**src/hw/rtl/html_char_reference_decoder_top_defines.svh**
```systemverilog
// assertion macros for the html character reference decoder
// used by the top level; depends on clk and rst_n in the including scope
`ifndef HTML_CHAR_REFERENCE_DECODER_TOP_DEFINES_SVH
`define HTML_CHAR_REFERENCE_DECODER_TOP_DEFINES_SVH
`ifndef SYNTHESIS
`define HCRD_ASSERT(lbl, prop, msg) \
  lbl: assert property (@(posedge clk) disable iff (!rst_n) prop) else $error(msg);
`define HCRD_ASSERT_RST(lbl, prop, msg) \
  lbl: assert property (@(posedge clk) prop) else $error(msg);
`else
`define HCRD_ASSERT(lbl, prop, msg)
`define HCRD_ASSERT_RST(lbl, prop, msg)
`endif
`endif

```
**src/hw/rtl/hcrd_pkg.sv**
```systemverilog
// shared types, constants and name tables of the character reference decoder
// no dependencies
package hcrd_pkg;

  localparam int WINDOW_LEN  = 16;
  localparam int CNT_W       = $clog2(WINDOW_LEN + 1);
  localparam int IDX_W       = $clog2(WINDOW_LEN);
  localparam int NAME_COUNT  = 20;
  localparam int NAME_IDX_W  = $clog2(NAME_COUNT);
  localparam int LIT_MAX     = 3;
  localparam int SEQ_MAX     = LIT_MAX + WINDOW_LEN + 2;
  localparam int SEQ_W       = $clog2(SEQ_MAX + 1);
  localparam int QUEUE_DEPTH = 4;
  localparam int QPTR_W      = $clog2(QUEUE_DEPTH);

  localparam logic [7:0] CH_AMP   = 8'h26;
  localparam logic [7:0] CH_SEMI  = 8'h3b;
  localparam logic [7:0] CH_LT    = 8'h3c;
  localparam logic [7:0] CH_HASH  = 8'h23;
  localparam logic [7:0] CH_XL    = 8'h78;
  localparam logic [7:0] CH_XU    = 8'h58;
  localparam logic [7:0] CH_0     = 8'h30;
  localparam logic [7:0] CH_9     = 8'h39;
  localparam logic [7:0] CH_SPACE = 8'h20;
  localparam logic [7:0] CH_DASH  = 8'h2d;
  localparam logic [7:0] CH_APOS  = 8'h27;
  localparam logic [7:0] CH_QUOT  = 8'h22;
  localparam logic [7:0] CH_DOT   = 8'h2e;

  localparam logic [31:0] NUM_NBSP   = 32'd160;
  localparam logic [31:0] NUM_NDASH  = 32'd8211;
  localparam logic [31:0] NUM_MDASH  = 32'd8212;
  localparam logic [31:0] NUM_LSQUO  = 32'd8216;
  localparam logic [31:0] NUM_RSQUO  = 32'd8217;
  localparam logic [31:0] NUM_LDQUO  = 32'd8220;
  localparam logic [31:0] NUM_RDQUO  = 32'd8221;
  localparam logic [31:0] NUM_HELLIP = 32'd8230;
  localparam logic [31:0] NUM_PR_LO  = 32'd32;
  localparam logic [31:0] NUM_PR_HI  = 32'd126;

  // one queued command: literal bytes, window replay, tail byte, marker, done
  typedef struct packed {
    logic [LIT_MAX-1:0][7:0] lit;
    logic [1:0]              lit_n;
    logic [CNT_W-1:0]        rep_n;
    logic                    tail;
    logic [7:0]              tail_byte;
    logic                    marker;
    logic                    done;
  } cmd_t;

  // back to front: window read index and end of a replay
  typedef struct packed {
    logic [IDX_W-1:0] idx;
    logic             rep_done;
  } win_req_t;

  function automatic logic [LIT_MAX-1:0][7:0] pack3(input logic [7:0] b0,
                                                    input logic [7:0] b1,
                                                    input logic [7:0] b2);
    logic [LIT_MAX-1:0][7:0] r;
    r[0] = b0;
    r[1] = b1;
    r[2] = b2;
    return r;
  endfunction

  function automatic logic [7:0] name_char(input logic [NAME_IDX_W-1:0] k,
                                           input logic [2:0] p);
    logic [47:0] s;
    case (k)
      5'd0:    s = {"nbsp", 16'h0};
      5'd1:    s = {"amp", 24'h0};
      5'd2:    s = {"lt", 32'h0};
      5'd3:    s = {"gt", 32'h0};
      5'd4:    s = {"quot", 16'h0};
      5'd5:    s = {"apos", 16'h0};
      5'd6:    s = {"copy", 16'h0};
      5'd7:    s = {"reg", 24'h0};
      5'd8:    s = {"mdash", 8'h0};
      5'd9:    s = {"ndash", 8'h0};
      5'd10:   s = {"laquo", 8'h0};
      5'd11:   s = {"raquo", 8'h0};
      5'd12:   s = {"ldquo", 8'h0};
      5'd13:   s = {"rdquo", 8'h0};
      5'd14:   s = {"lsquo", 8'h0};
      5'd15:   s = {"rsquo", 8'h0};
      5'd16:   s = "hellip";
      5'd17:   s = {"bull", 16'h0};
      5'd18:   s = "middot";
      5'd19:   s = {"trade", 8'h0};
      default: s = '0;
    endcase
    if (p > 3'd5) return 8'h00;
    return s[8*(5 - int'(p)) +: 8];
  endfunction

  function automatic logic [2:0] name_len(input logic [NAME_IDX_W-1:0] k);
    case (k)
      5'd0, 5'd4, 5'd5, 5'd6, 5'd17:           return 3'd4;
      5'd1, 5'd7:                              return 3'd3;
      5'd2, 5'd3:                              return 3'd2;
      5'd16, 5'd18:                            return 3'd6;
      default:                                 return 3'd5;
    endcase
  endfunction

  function automatic logic [1:0] rep_count(input logic [NAME_IDX_W-1:0] k);
    case (k)
      5'd6, 5'd7, 5'd16:           return 2'd3;
      5'd8, 5'd10, 5'd11, 5'd19:   return 2'd2;
      default:                     return 2'd1;
    endcase
  endfunction

  function automatic logic [LIT_MAX-1:0][7:0] rep_bytes(input logic [NAME_IDX_W-1:0] k);
    case (k)
      5'd0:    return pack3(" ", 8'h0, 8'h0);
      5'd1:    return pack3("&", 8'h0, 8'h0);
      5'd2:    return pack3("<", 8'h0, 8'h0);
      5'd3:    return pack3(">", 8'h0, 8'h0);
      5'd4:    return pack3(CH_QUOT, 8'h0, 8'h0);
      5'd5:    return pack3(CH_APOS, 8'h0, 8'h0);
      5'd6:    return pack3("(", "c", ")");
      5'd7:    return pack3("(", "R", ")");
      5'd8:    return pack3("-", "-", 8'h0);
      5'd9:    return pack3("-", 8'h0, 8'h0);
      5'd10:   return pack3("<", "<", 8'h0);
      5'd11:   return pack3(">", ">", 8'h0);
      5'd12:   return pack3(CH_QUOT, 8'h0, 8'h0);
      5'd13:   return pack3(CH_QUOT, 8'h0, 8'h0);
      5'd14:   return pack3(CH_APOS, 8'h0, 8'h0);
      5'd15:   return pack3(CH_APOS, 8'h0, 8'h0);
      5'd16:   return pack3(".", ".", ".");
      5'd17:   return pack3("*", 8'h0, 8'h0);
      5'd18:   return pack3(".", 8'h0, 8'h0);
      5'd19:   return pack3("T", "M", 8'h0);
      default: return pack3(8'h0, 8'h0, 8'h0);
    endcase
  endfunction

  function automatic logic [3:0] hex_nib(input logic [7:0] c);
    if (c >= "0" && c <= "9") return 4'(c - "0");
    if (c >= "a" && c <= "f") return 4'(c - "a" + 8'd10);
    if (c >= "A" && c <= "F") return 4'(c - "A" + 8'd10);
    return 4'h0;
  endfunction

endpackage

```
**src/hw/rtl/hcrd_cmd_queue.sv**
```systemverilog
// small command queue between decoder front and emitter back
// depends on hcrd_pkg
module hcrd_cmd_queue
  import hcrd_pkg::*;
(
  input  logic clk,
  input  logic rst_n,
  input  logic push,
  input  cmd_t push_cmd,
  input  logic pop,
  output cmd_t head,
  output logic head_valid,
  output logic full
);

  cmd_t              mem_r [QUEUE_DEPTH];
  logic [QPTR_W-1:0] wr_ptr_r, wr_ptr_nxt;
  logic [QPTR_W-1:0] rd_ptr_r, rd_ptr_nxt;
  logic [QPTR_W:0]   cnt_r, cnt_nxt;
  logic              do_push, do_pop;

  assign do_push    = push && !full;
  assign do_pop     = pop && head_valid;
  assign head       = mem_r[rd_ptr_r];
  assign head_valid = cnt_r != '0;
  assign full       = cnt_r == (QPTR_W+1)'(QUEUE_DEPTH);

  always_comb begin
    wr_ptr_nxt = do_push ? QPTR_W'(wr_ptr_r + 1'b1) : wr_ptr_r;
    rd_ptr_nxt = do_pop ? QPTR_W'(rd_ptr_r + 1'b1) : rd_ptr_r;
    cnt_nxt    = (QPTR_W+1)'(cnt_r + {{QPTR_W{1'b0}}, do_push} - {{QPTR_W{1'b0}}, do_pop});
  end

  always_ff @(posedge clk) begin
    if (!rst_n) begin
      wr_ptr_r <= '0;
      rd_ptr_r <= '0;
      cnt_r    <= '0;
    end else begin
      wr_ptr_r <= wr_ptr_nxt;
      rd_ptr_r <= rd_ptr_nxt;
      cnt_r    <= cnt_nxt;
    end
  end

  always_ff @(posedge clk) begin
    if (do_push) begin
      mem_r[wr_ptr_r] <= push_cmd;
    end
  end

endmodule

```
**src/hw/rtl/hcrd_front.sv**
```systemverilog
// decoder front: takes items, holds the reference window, decides references
// depends on hcrd_pkg; pushes commands into hcrd_cmd_queue
module hcrd_front
  import hcrd_pkg::*;
(
  input  logic       clk,
  input  logic       rst_n,
  input  logic       in_valid,
  output logic       in_ready,
  input  logic [7:0] in_text_byte,
  input  logic       in_end_of_text,
  input  logic       q_full,
  output logic       q_push,
  output cmd_t       q_cmd,
  input  win_req_t   win_req,
  output logic [7:0] win_byte,
  output logic       busy
);

  logic                  in_ref_r, in_ref_nxt;
  logic [CNT_W-1:0]      cnt_r, cnt_nxt;
  logic [7:0]            win_r [WINDOW_LEN];
  logic [NAME_COUNT-1:0] match_r, match_nxt;
  logic                  hash_r, hash_nxt;
  logic                  hex_r, hex_nxt;
  logic                  dstop_r, dstop_nxt;
  logic [31:0]           dec_v_r, dec_v_nxt;
  logic [31:0]           hex_v_r, hex_v_nxt;
  logic                  busy_r, busy_nxt;

  logic                  acc, semi, deciding, named, numeric, decoded, win_we;
  logic [NAME_COUNT-1:0] hit;
  logic [NAME_IDX_W-1:0] sel;
  logic [31:0]           val;
  cmd_t                  dcmd;
  logic [7:0]            c;

  assign c        = in_text_byte;
  assign in_ready = !q_full && !busy_r;
  assign acc      = in_valid && in_ready;
  assign busy     = busy_r;
  assign win_byte = win_r[win_req.idx];

  // decision from the scan state of the current reference
  always_comb begin
    semi     = !in_end_of_text && (c == CH_SEMI);
    deciding = in_ref_r && (c == CH_SEMI || c == CH_LT || c == CH_AMP ||
                            cnt_r >= CNT_W'(WINDOW_LEN));
    for (int k = 0; k < NAME_COUNT; k++) begin
      hit[k] = match_r[k] && (cnt_r >= CNT_W'(name_len(NAME_IDX_W'(k)))) &&
               (semi || cnt_r == CNT_W'(name_len(NAME_IDX_W'(k))));
    end
    sel = '0;
    for (int k = NAME_COUNT - 1; k >= 0; k--) begin
      if (hit[k]) sel = NAME_IDX_W'(k);
    end
    named   = |hit;
    numeric = !named && hash_r;
    decoded = named || numeric;
    val     = hex_r ? hex_v_r : dec_v_r;

    dcmd = '0;
    if (named) begin
      dcmd.lit   = rep_bytes(sel);
      dcmd.lit_n = rep_count(sel);
    end else if (numeric) begin
      if (val == NUM_NBSP) begin
        dcmd.lit = pack3(CH_SPACE, 8'h0, 8'h0); dcmd.lit_n = 2'd1;
      end else if (val == NUM_NDASH || val == NUM_MDASH) begin
        dcmd.lit = pack3(CH_DASH, 8'h0, 8'h0); dcmd.lit_n = 2'd1;
      end else if (val == NUM_LSQUO || val == NUM_RSQUO) begin
        dcmd.lit = pack3(CH_APOS, 8'h0, 8'h0); dcmd.lit_n = 2'd1;
      end else if (val == NUM_LDQUO || val == NUM_RDQUO) begin
        dcmd.lit = pack3(CH_QUOT, 8'h0, 8'h0); dcmd.lit_n = 2'd1;
      end else if (val == NUM_HELLIP) begin
        dcmd.lit = pack3(CH_DOT, CH_DOT, CH_DOT); dcmd.lit_n = 2'd3;
      end else if (val >= NUM_PR_LO && val <= NUM_PR_HI) begin
        dcmd.lit = pack3(val[7:0], 8'h0, 8'h0); dcmd.lit_n = 2'd1;
      end
    end else begin
      dcmd.lit   = pack3(CH_AMP, 8'h0, 8'h0);
      dcmd.lit_n = 2'd1;
      dcmd.rep_n = cnt_r;
    end
  end

  // item handling
  always_comb begin
    in_ref_nxt = in_ref_r;
    cnt_nxt    = cnt_r;
    match_nxt  = match_r;
    hash_nxt   = hash_r;
    hex_nxt    = hex_r;
    dstop_nxt  = dstop_r;
    dec_v_nxt  = dec_v_r;
    hex_v_nxt  = hex_v_r;
    q_push     = 1'b0;
    q_cmd      = '0;
    win_we     = 1'b0;
    if (acc) begin
      if (in_end_of_text) begin
        if (in_ref_r) q_cmd = dcmd;
        q_cmd.marker = (q_cmd.lit_n == 2'd0);
        q_cmd.done   = 1'b1;
        q_push       = 1'b1;
        in_ref_nxt   = 1'b0;
        cnt_nxt      = '0;
      end else if (!in_ref_r || deciding) begin
        if (deciding) q_cmd = dcmd;
        q_cmd.tail      = !(deciding && decoded && semi) && (c != CH_AMP);
        q_cmd.tail_byte = c;
        if (!in_ref_r && c != CH_AMP) begin
          q_cmd.lit_n = 2'd0;
          q_cmd.rep_n = '0;
        end
        q_push     = (q_cmd.lit_n != 2'd0) || q_cmd.tail;
        in_ref_nxt = (c == CH_AMP);
        cnt_nxt    = '0;
        // fresh reference scan
        match_nxt  = '1;
        hash_nxt   = 1'b0;
        hex_nxt    = 1'b0;
        dstop_nxt  = 1'b0;
        dec_v_nxt  = '0;
        hex_v_nxt  = '0;
      end else begin
        win_we  = 1'b1;
        cnt_nxt = CNT_W'(cnt_r + 1'b1);
        for (int k = 0; k < NAME_COUNT; k++) begin
          if (cnt_r < CNT_W'(name_len(NAME_IDX_W'(k))) &&
              name_char(NAME_IDX_W'(k), cnt_r[2:0]) != c) begin
            match_nxt[k] = 1'b0;
          end
        end
        if (cnt_r == CNT_W'(0)) hash_nxt = (c == CH_HASH);
        if (cnt_r == CNT_W'(1)) hex_nxt = (c == CH_XL || c == CH_XU);
        if (cnt_r >= CNT_W'(1) && !dstop_r) begin
          if (c >= CH_0 && c <= CH_9) begin
            dec_v_nxt = {dec_v_r[28:0], 3'b000} + {dec_v_r[30:0], 1'b0} +
                        {24'h0, 8'(c - CH_0)};
          end else begin
            dstop_nxt = 1'b1;
          end
        end
        if (cnt_r >= CNT_W'(2)) hex_v_nxt = {hex_v_r[27:0], hex_nib(c)};
      end
    end
    // window is frozen while a replay reads it
    busy_nxt = busy_r;
    if (win_req.rep_done) busy_nxt = 1'b0;
    if (q_push && q_cmd.rep_n != '0) busy_nxt = 1'b1;
  end

  always_ff @(posedge clk) begin
    if (!rst_n) begin
      in_ref_r <= 1'b0;
      cnt_r    <= '0;
      busy_r   <= 1'b0;
      match_r  <= '1;
      hash_r   <= 1'b0;
      hex_r    <= 1'b0;
      dstop_r  <= 1'b0;
      dec_v_r  <= '0;
      hex_v_r  <= '0;
    end else begin
      in_ref_r <= in_ref_nxt;
      cnt_r    <= cnt_nxt;
      busy_r   <= busy_nxt;
      match_r  <= match_nxt;
      hash_r   <= hash_nxt;
      hex_r    <= hex_nxt;
      dstop_r  <= dstop_nxt;
      dec_v_r  <= dec_v_nxt;
      hex_v_r  <= hex_v_nxt;
    end
  end

  always_ff @(posedge clk) begin
    if (win_we) begin
      win_r[cnt_r[IDX_W-1:0]] <= c;
    end
  end

endmodule

```
**src/hw/rtl/hcrd_back.sv**
```systemverilog
// emitter back: walks each queued command and drives the result register
// depends on hcrd_pkg; reads the window held in hcrd_front
module hcrd_back
  import hcrd_pkg::*;
(
  input  logic       clk,
  input  logic       rst_n,
  input  cmd_t       q_head,
  input  logic       q_valid,
  output logic       q_pop,
  output win_req_t   win_req,
  input  logic [7:0] win_byte,
  output logic       out_valid,
  input  logic       out_ready,
  output logic [7:0] out_byte,
  output logic       out_byte_valid,
  output logic       out_run_last,
  output logic       out_text_done
);

  cmd_t             cur_r;
  logic             cur_valid_r, cur_valid_nxt;
  logic [SEQ_W-1:0] pos_r, pos_nxt;
  logic             out_valid_r, out_valid_nxt;
  logic [7:0]       byte_r;
  logic             bvalid_r, last_r, done_r;

  logic [SEQ_W-1:0] lit_end, rep_end, total;
  logic             last, out_ld, cur_load;
  logic [7:0]       sel_byte;
  logic             sel_valid;

  always_comb begin
    lit_end = SEQ_W'(cur_r.lit_n);
    rep_end = SEQ_W'(lit_end + SEQ_W'(cur_r.rep_n));
    total   = SEQ_W'(rep_end + SEQ_W'(cur_r.tail) + SEQ_W'(cur_r.marker));
    last    = (pos_r == SEQ_W'(total - 1'b1));
    out_ld  = cur_valid_r && (!out_valid_r || out_ready);
    cur_load = q_valid && (!cur_valid_r || (out_ld && last));

    win_req.idx      = IDX_W'(pos_r - lit_end);
    win_req.rep_done = out_ld && last && (cur_r.rep_n != '0);

    if (pos_r < lit_end) begin
      sel_byte  = cur_r.lit[pos_r[1:0]];
      sel_valid = 1'b1;
    end else if (pos_r < rep_end) begin
      sel_byte  = win_byte;
      sel_valid = 1'b1;
    end else if (cur_r.tail) begin
      sel_byte  = cur_r.tail_byte;
      sel_valid = 1'b1;
    end else begin
      sel_byte  = 8'h00;
      sel_valid = 1'b0;
    end

    cur_valid_nxt = cur_valid_r;
    pos_nxt       = pos_r;
    if (out_ld) begin
      pos_nxt = last ? '0 : SEQ_W'(pos_r + 1'b1);
      if (last) cur_valid_nxt = 1'b0;
    end
    if (cur_load) begin
      cur_valid_nxt = 1'b1;
      pos_nxt       = '0;
    end

    out_valid_nxt = out_valid_r;
    if (out_ready) out_valid_nxt = 1'b0;
    if (out_ld) out_valid_nxt = 1'b1;
  end

  assign q_pop          = cur_load;
  assign out_valid      = out_valid_r;
  assign out_byte       = byte_r;
  assign out_byte_valid = bvalid_r;
  assign out_run_last   = last_r;
  assign out_text_done  = done_r;

  always_ff @(posedge clk) begin
    if (!rst_n) begin
      cur_valid_r <= 1'b0;
      pos_r       <= '0;
      out_valid_r <= 1'b0;
    end else begin
      cur_valid_r <= cur_valid_nxt;
      pos_r       <= pos_nxt;
      out_valid_r <= out_valid_nxt;
    end
  end

  always_ff @(posedge clk) begin
    if (cur_load) begin
      cur_r <= q_head;
    end
    if (out_ld) begin
      byte_r   <= sel_byte;
      bvalid_r <= sel_valid;
      last_r   <= last;
      done_r   <= last && cur_r.done;
    end
  end

endmodule

```
**src/hw/rtl/html_char_reference_decoder_top.sv**
```systemverilog
// a plain byte goes through the queue, the command register and the result register
// throughput: one plain-text item per cycle while out_ready holds, set by the emitter
// a window replay holds input until its command is out (up to 18 result bytes)
// reset: synchronous active-low rst_n clears the queue, the front and the output valid
// the window store needs no clearing; only bytes written in a reference are replayed
`include "html_char_reference_decoder_top_defines.svh"
module html_char_reference_decoder_top
  import hcrd_pkg::*;
(
  input  logic       clk,
  input  logic       rst_n,
  // input channel
  input  logic       in_valid,
  output logic       in_ready,
  input  logic [7:0] in_text_byte,
  input  logic       in_end_of_text,
  // result channel
  output logic       out_valid,
  input  logic       out_ready,
  output logic [7:0] out_byte,
  output logic       out_byte_valid,
  output logic       out_run_last,
  output logic       out_text_done
);

  // front to queue
  logic     q_push;
  cmd_t     q_cmd;
  logic     q_full;
  // queue to back
  cmd_t     q_head;
  logic     q_valid;
  logic     q_pop;
  // window read link, back to front and back
  win_req_t win_req;
  logic [7:0] win_byte;
  logic     front_busy;

  // front: classifies each item, keeps the reference window and scan state,
  // turns every item into at most one command
  hcrd_front u_front (
    .clk            (clk),
    .rst_n          (rst_n),
    .in_valid       (in_valid),
    .in_ready       (in_ready),
    .in_text_byte   (in_text_byte),
    .in_end_of_text (in_end_of_text),
    .q_full         (q_full),
    .q_push         (q_push),
    .q_cmd          (q_cmd),
    .win_req        (win_req),
    .win_byte       (win_byte),
    .busy           (front_busy)
  );

  // short queue so front and back stall apart
  hcrd_cmd_queue u_queue (
    .clk        (clk),
    .rst_n      (rst_n),
    .push       (q_push),
    .push_cmd   (q_cmd),
    .pop        (q_pop),
    .head       (q_head),
    .head_valid (q_valid),
    .full       (q_full)
  );

  // back: expands a command into result items, one per cycle while out_ready allows
  hcrd_back u_back (
    .clk            (clk),
    .rst_n          (rst_n),
    .q_head         (q_head),
    .q_valid        (q_valid),
    .q_pop          (q_pop),
    .win_req        (win_req),
    .win_byte       (win_byte),
    .out_valid      (out_valid),
    .out_ready      (out_ready),
    .out_byte       (out_byte),
    .out_byte_valid (out_byte_valid),
    .out_run_last   (out_run_last),
    .out_text_done  (out_text_done)
  );

  // front never pushes into a full queue
  `HCRD_ASSERT(a_no_overflow, q_push |-> !q_full, "command queue overflow")
  // a replay can only end while the window is frozen
  `HCRD_ASSERT(a_replay_frozen, win_req.rep_done |-> front_busy, "replay end without freeze")
  // end of text is always the last result of its item
  `HCRD_ASSERT(a_done_last, (out_valid && out_text_done) |-> out_run_last, "text_done not last")
  // output valid drops right after reset
  `HCRD_ASSERT_RST(a_reset_idle, !rst_n |=> !out_valid, "output valid after reset")

endmodule
```
**config.mk**
```make
export PLATFORM = sky130hd
export DESIGN_NAME = html_char_reference_decoder_top
export DESIGN_NICKNAME = d
export VERILOG_FILES = /design/src/hw/rtl/hcrd_pkg.sv /design/src/hw/rtl/hcrd_cmd_queue.sv /design/src/hw/rtl/hcrd_front.sv /design/src/hw/rtl/hcrd_back.sv /design/src/hw/rtl/html_char_reference_decoder_top.sv
export VERILOG_INCLUDE_DIRS = /design/src /design/src/hw/rtl
export SDC_FILE = /design/constraint.sdc
export NUM_CORES = 1
export LEC_CHECK = 0
export ABC_AREA = 1
export BUFFER_PORTS_ARGS = -buffer_cell sky130_fd_sc_hd__buf_2
export CAP_MARGIN = 20
export CORE_ASPECT_RATIO = 0.6
export CORE_UTILIZATION = 45
export DETAILED_ROUTE_END_ITERATION = 16
export PLACE_DENSITY_LB_ADDON = 0.2
export SLEW_MARGIN = 20
export SYNTH_ARGS = -nofsm -noshare
export SYNTH_HDL_FRONTEND = slang
export SYNTH_SLANG_ARGS = --single-unit
```
**constraint.sdc**
```tcl
create_clock -name clk -period 8.1 [get_ports clk]
set_input_delay 1.62 -clock clk [delete_from_list [all_inputs] [get_ports clk]]
set_output_delay 1.62 -clock clk [all_outputs]
set_load 0.02 [all_outputs]
```
==> impl_metrics.env <==
export IMPL_grt_pass1_wl_um=92920
export IMPL_hpwl_um=42770
export IMPL_synth_cell_type_count=71
export IMPL_maxSlewViolCount=0
export IMPL_status="completed"
export IMPL_crit_buf_inv=4
export IMPL_clk_pin_slew_worst_paths_ps=60
export IMPL_drtIter0Drc=1935
export IMPL_timing_hold_ws_ps=456.4
export IMPL_tns_ps=0
export IMPL_area_growth_pct=10.17
export IMPL_drc=0
export IMPL_dr_pass1_iters=6
export IMPL_drive_gt1_share_pct=8.713
export IMPL_syn_avg_cell_area_um2=9.551
export IMPL_gp_congestion=1.007
export IMPL_postPlaceCellArea_um2=22440
export IMPL_io_pin_count=26
export IMPL_worst_slew_pin_slew_ps=1115
export IMPL_grt_overflow=0
export IMPL_synth_seq_area_share_pct=53.39
export IMPL_h_tree_depth=2
export IMPL_clock_skew_ps=19.91
export IMPL_via_per_inst=5.718
export IMPL_first_global_vias=15400
export IMPL_power_leakage_nw=9.134
export IMPL_rows=61
export IMPL_relSlewSlack_pct=25.41
export IMPL_period_share_pct=70.96
export IMPL_finalHoldViolations=0
export IMPL_critPathSlowestCell="inv_1"
export IMPL_max_freq_mhz=174.0
export IMPL_hold_path_class="register to register"
export IMPL_crit_path_max_fanout=16
export IMPL_routed_wl_um=61450
export IMPL_cts_setup_buffers=0
export IMPL_ff2ff_setup_slack_ps=3370
export IMPL_fin_nets=2399
export IMPL_ir_drop_mv=0.3649
export IMPL_antenna_found_initial=1
export IMPL_rsz0062_at_grt="false"
export IMPL_path_class="primary input to register"
export IMPL_final_area_um2=23920
export IMPL_async_reset_ff_share_pct=0
export IMPL_final_common_cell="nand2_1"
export IMPL_fillers=4287
export IMPL_yosysWarningCount=0
export IMPL_wl_per_cell_um=20.91
export IMPL_syn_inst=2273
export IMPL_final_util_pct=50.95
export IMPL_cts_buffer_depth=3
export IMPL_setup_viol=0
export IMPL_critPathMaxStageDelay_ps=530
export IMPL_die_h_um=172.1
export IMPL_post_route_min_period_ps=5748
export IMPL_grt_use_total_pct=24.69
export IMPL_mostFrequentLayoutCells="nand2_1, edfxtp_1, nor2_1, o21ai_0, inv_1"
export IMPL_cts_tree="built"
export IMPL_crit_path_start_kind="primary input"
export IMPL_crit_required_ps=8530
export IMPL_max_cap_violations=0
export IMPL_crit_family="compound AO/OA/AOI/OAI gates"
export IMPL_power_density_nw_per_um2=306.5
export IMPL_start_util_pct=46.25
export IMPL_clock_latency_ps=580
export IMPL_grt_max_degree=76
export IMPL_hold_buffers=0
export IMPL_synth_seq_cells=422
export IMPL_cts_resized=0
export IMPL_synth_edf_count=314
export IMPL_ant_nets=0
export IMPL_crit_arrival_ps=6180
export IMPL_crit_path_end_kind="register"
export IMPL_synthesis_area_um2=21710
export IMPL_finalPower_w=0.007330
export IMPL_io_buffers=25
export IMPL_synthFlopType="edfxtp_1"
export IMPL_cp_cell_sequence="buf_2 -> inv_1 -> ha_1 -> inv_1 -> fa_1 -> inv_1 -> ha_1 -> a21oi_1 -> nand2_1 -> a21boi_1 -> o21ai_0 -> a21boi_0 -> o21ai_1 -> a21oi_1 -> o21ai_1 -> a21oi_1 -> o21ai_0 -> or2_1 -> a22oi_1 -> nor2_1"
export IMPL_die_w_um=285.6
export IMPL_die_area_um2=49150
export IMPL_clock_sinks=422
export IMPL_numCtsBuffers=43
export IMPL_vias=16800
export IMPL_core_um2=46940
export IMPL_cts_root_buf="clkbuf_16"
## kinds of logic after synthesis
kind of cell	after synthesis	synth area share, %
AOI/OAI and AO/OA	533	14.50
xor gates and xnor gates	61	2.461
adders and majority gates	114	6.916
buffers and inverters	293	5.250
DFF	422	53.39
muxes	21	0.9682
other	1	0.01727
and+or+nand+nor	828	16.49
## state kept, by name, indices dropped and copies added, names as in the netlist, 2 cells and up
signal            cells
u_back.out_byte       8
u_back.pos_r          5
u_front.dec_v_r      32
u_queue.mem_r       140
u_front.match_r      20
u_queue.wr_ptr_r      2
u_front.cnt_r         5
u_queue.cnt_r         3
u_front.win_r       128
u_back.cur_r         35
u_queue.rd_ptr_r      2
u_front.hex_v_r      32
## synth_stat cells (all sizes together), types with 13 or more instances
master  instances  area, um^2
clkbuf         66       247.7
or2            22       137.6
xor2           49       429.2
o21ai         193       969.7
a22oi          13       97.59
edfxtp        314        9429
dfxtp         108        2162
o221ai         19       166.4
o22ai          37       231.5
nand4          19       125.1
nor4           15       100.1
a31oi          23       150.1
nor2          330        1315
inv           195       734.5
a21oi         158       798.3
nor3           40       211.5
buf            26       132.6
o32ai          15       131.4
mux2i          21       210.2
nand3          65       360.3
o211ai         19       142.6
nand2         328        1269
ha            104        1301
## path summary, 6_finish.rpt
kind / from / to / cells past startpoint
max: in_text_byte[4] / u_front.dec_v_r[24]$_SDFFE_PN0P_ / 20
min: u_front.match_r[18]$_SDFFE_PN1P_ / u_front.match_r[18]$_SDFFE_PN1P_ / 2
max reg2reg: u_front.cnt_r[1]$_SDFFE_PN0P_ / u_queue.mem_r[3][2]$_DFFE_PP_ / 21
min reg2reg: u_front.match_r[18]$_SDFFE_PN1P_ / u_front.match_r[18]$_SDFFE_PN1P_ / 2
## final cells by class
cell class,count,area (um^2),share of cell area [%]
diodes,1,2.502,0.01046
well taps,630,788.3,3.296
multi-input cells,1561,9040,37.80
repair buffers,43,260.3,1.088
clock buffers,57,1189,4.970
inverters,201,759.5,3.176
flip-flops and latches,422,11590,48.48
clock inverters,23,282.8,1.182
## power by group
group | switching, W | internal, W
Combinational | 0.00170 | 0.000776
Clock | 0.000879 | 0.00121
Sequential | 0.000133 | 0.00263
Total | 0.00271 | 0.00462
## worst reg2reg max path: cells and delay by family, from the launching register on
family                     cells  cell delay [ps]
AOI/OAI and AO/OA              2              330
and+or+nand+nor               11             1430
DFF                            1              650
adders and majority gates      1              410
buffers and inverters          7             1470
## through the flow
stage,instances,worst slack (ps)
after floorplan,2276,2501
after global placement,2857,2191
after detailed placement,2857,1965
after CTS,2937,2545
after global routing,2937,2080
final,2938,2352
## layer usage
layer | global-route usage, % | vias to the layer above | part of all wire, %
met1 | 39.61 | 8091 | 51
met4 | 4.557 | 0 | 1.4
met2 | 33.54 | 663 | 39
met5 | 0 | - | 0
li1 | - | 7969 | -
met3 | 5.303 | 77 | 9.3
Power figures use the tool's default switching activity.
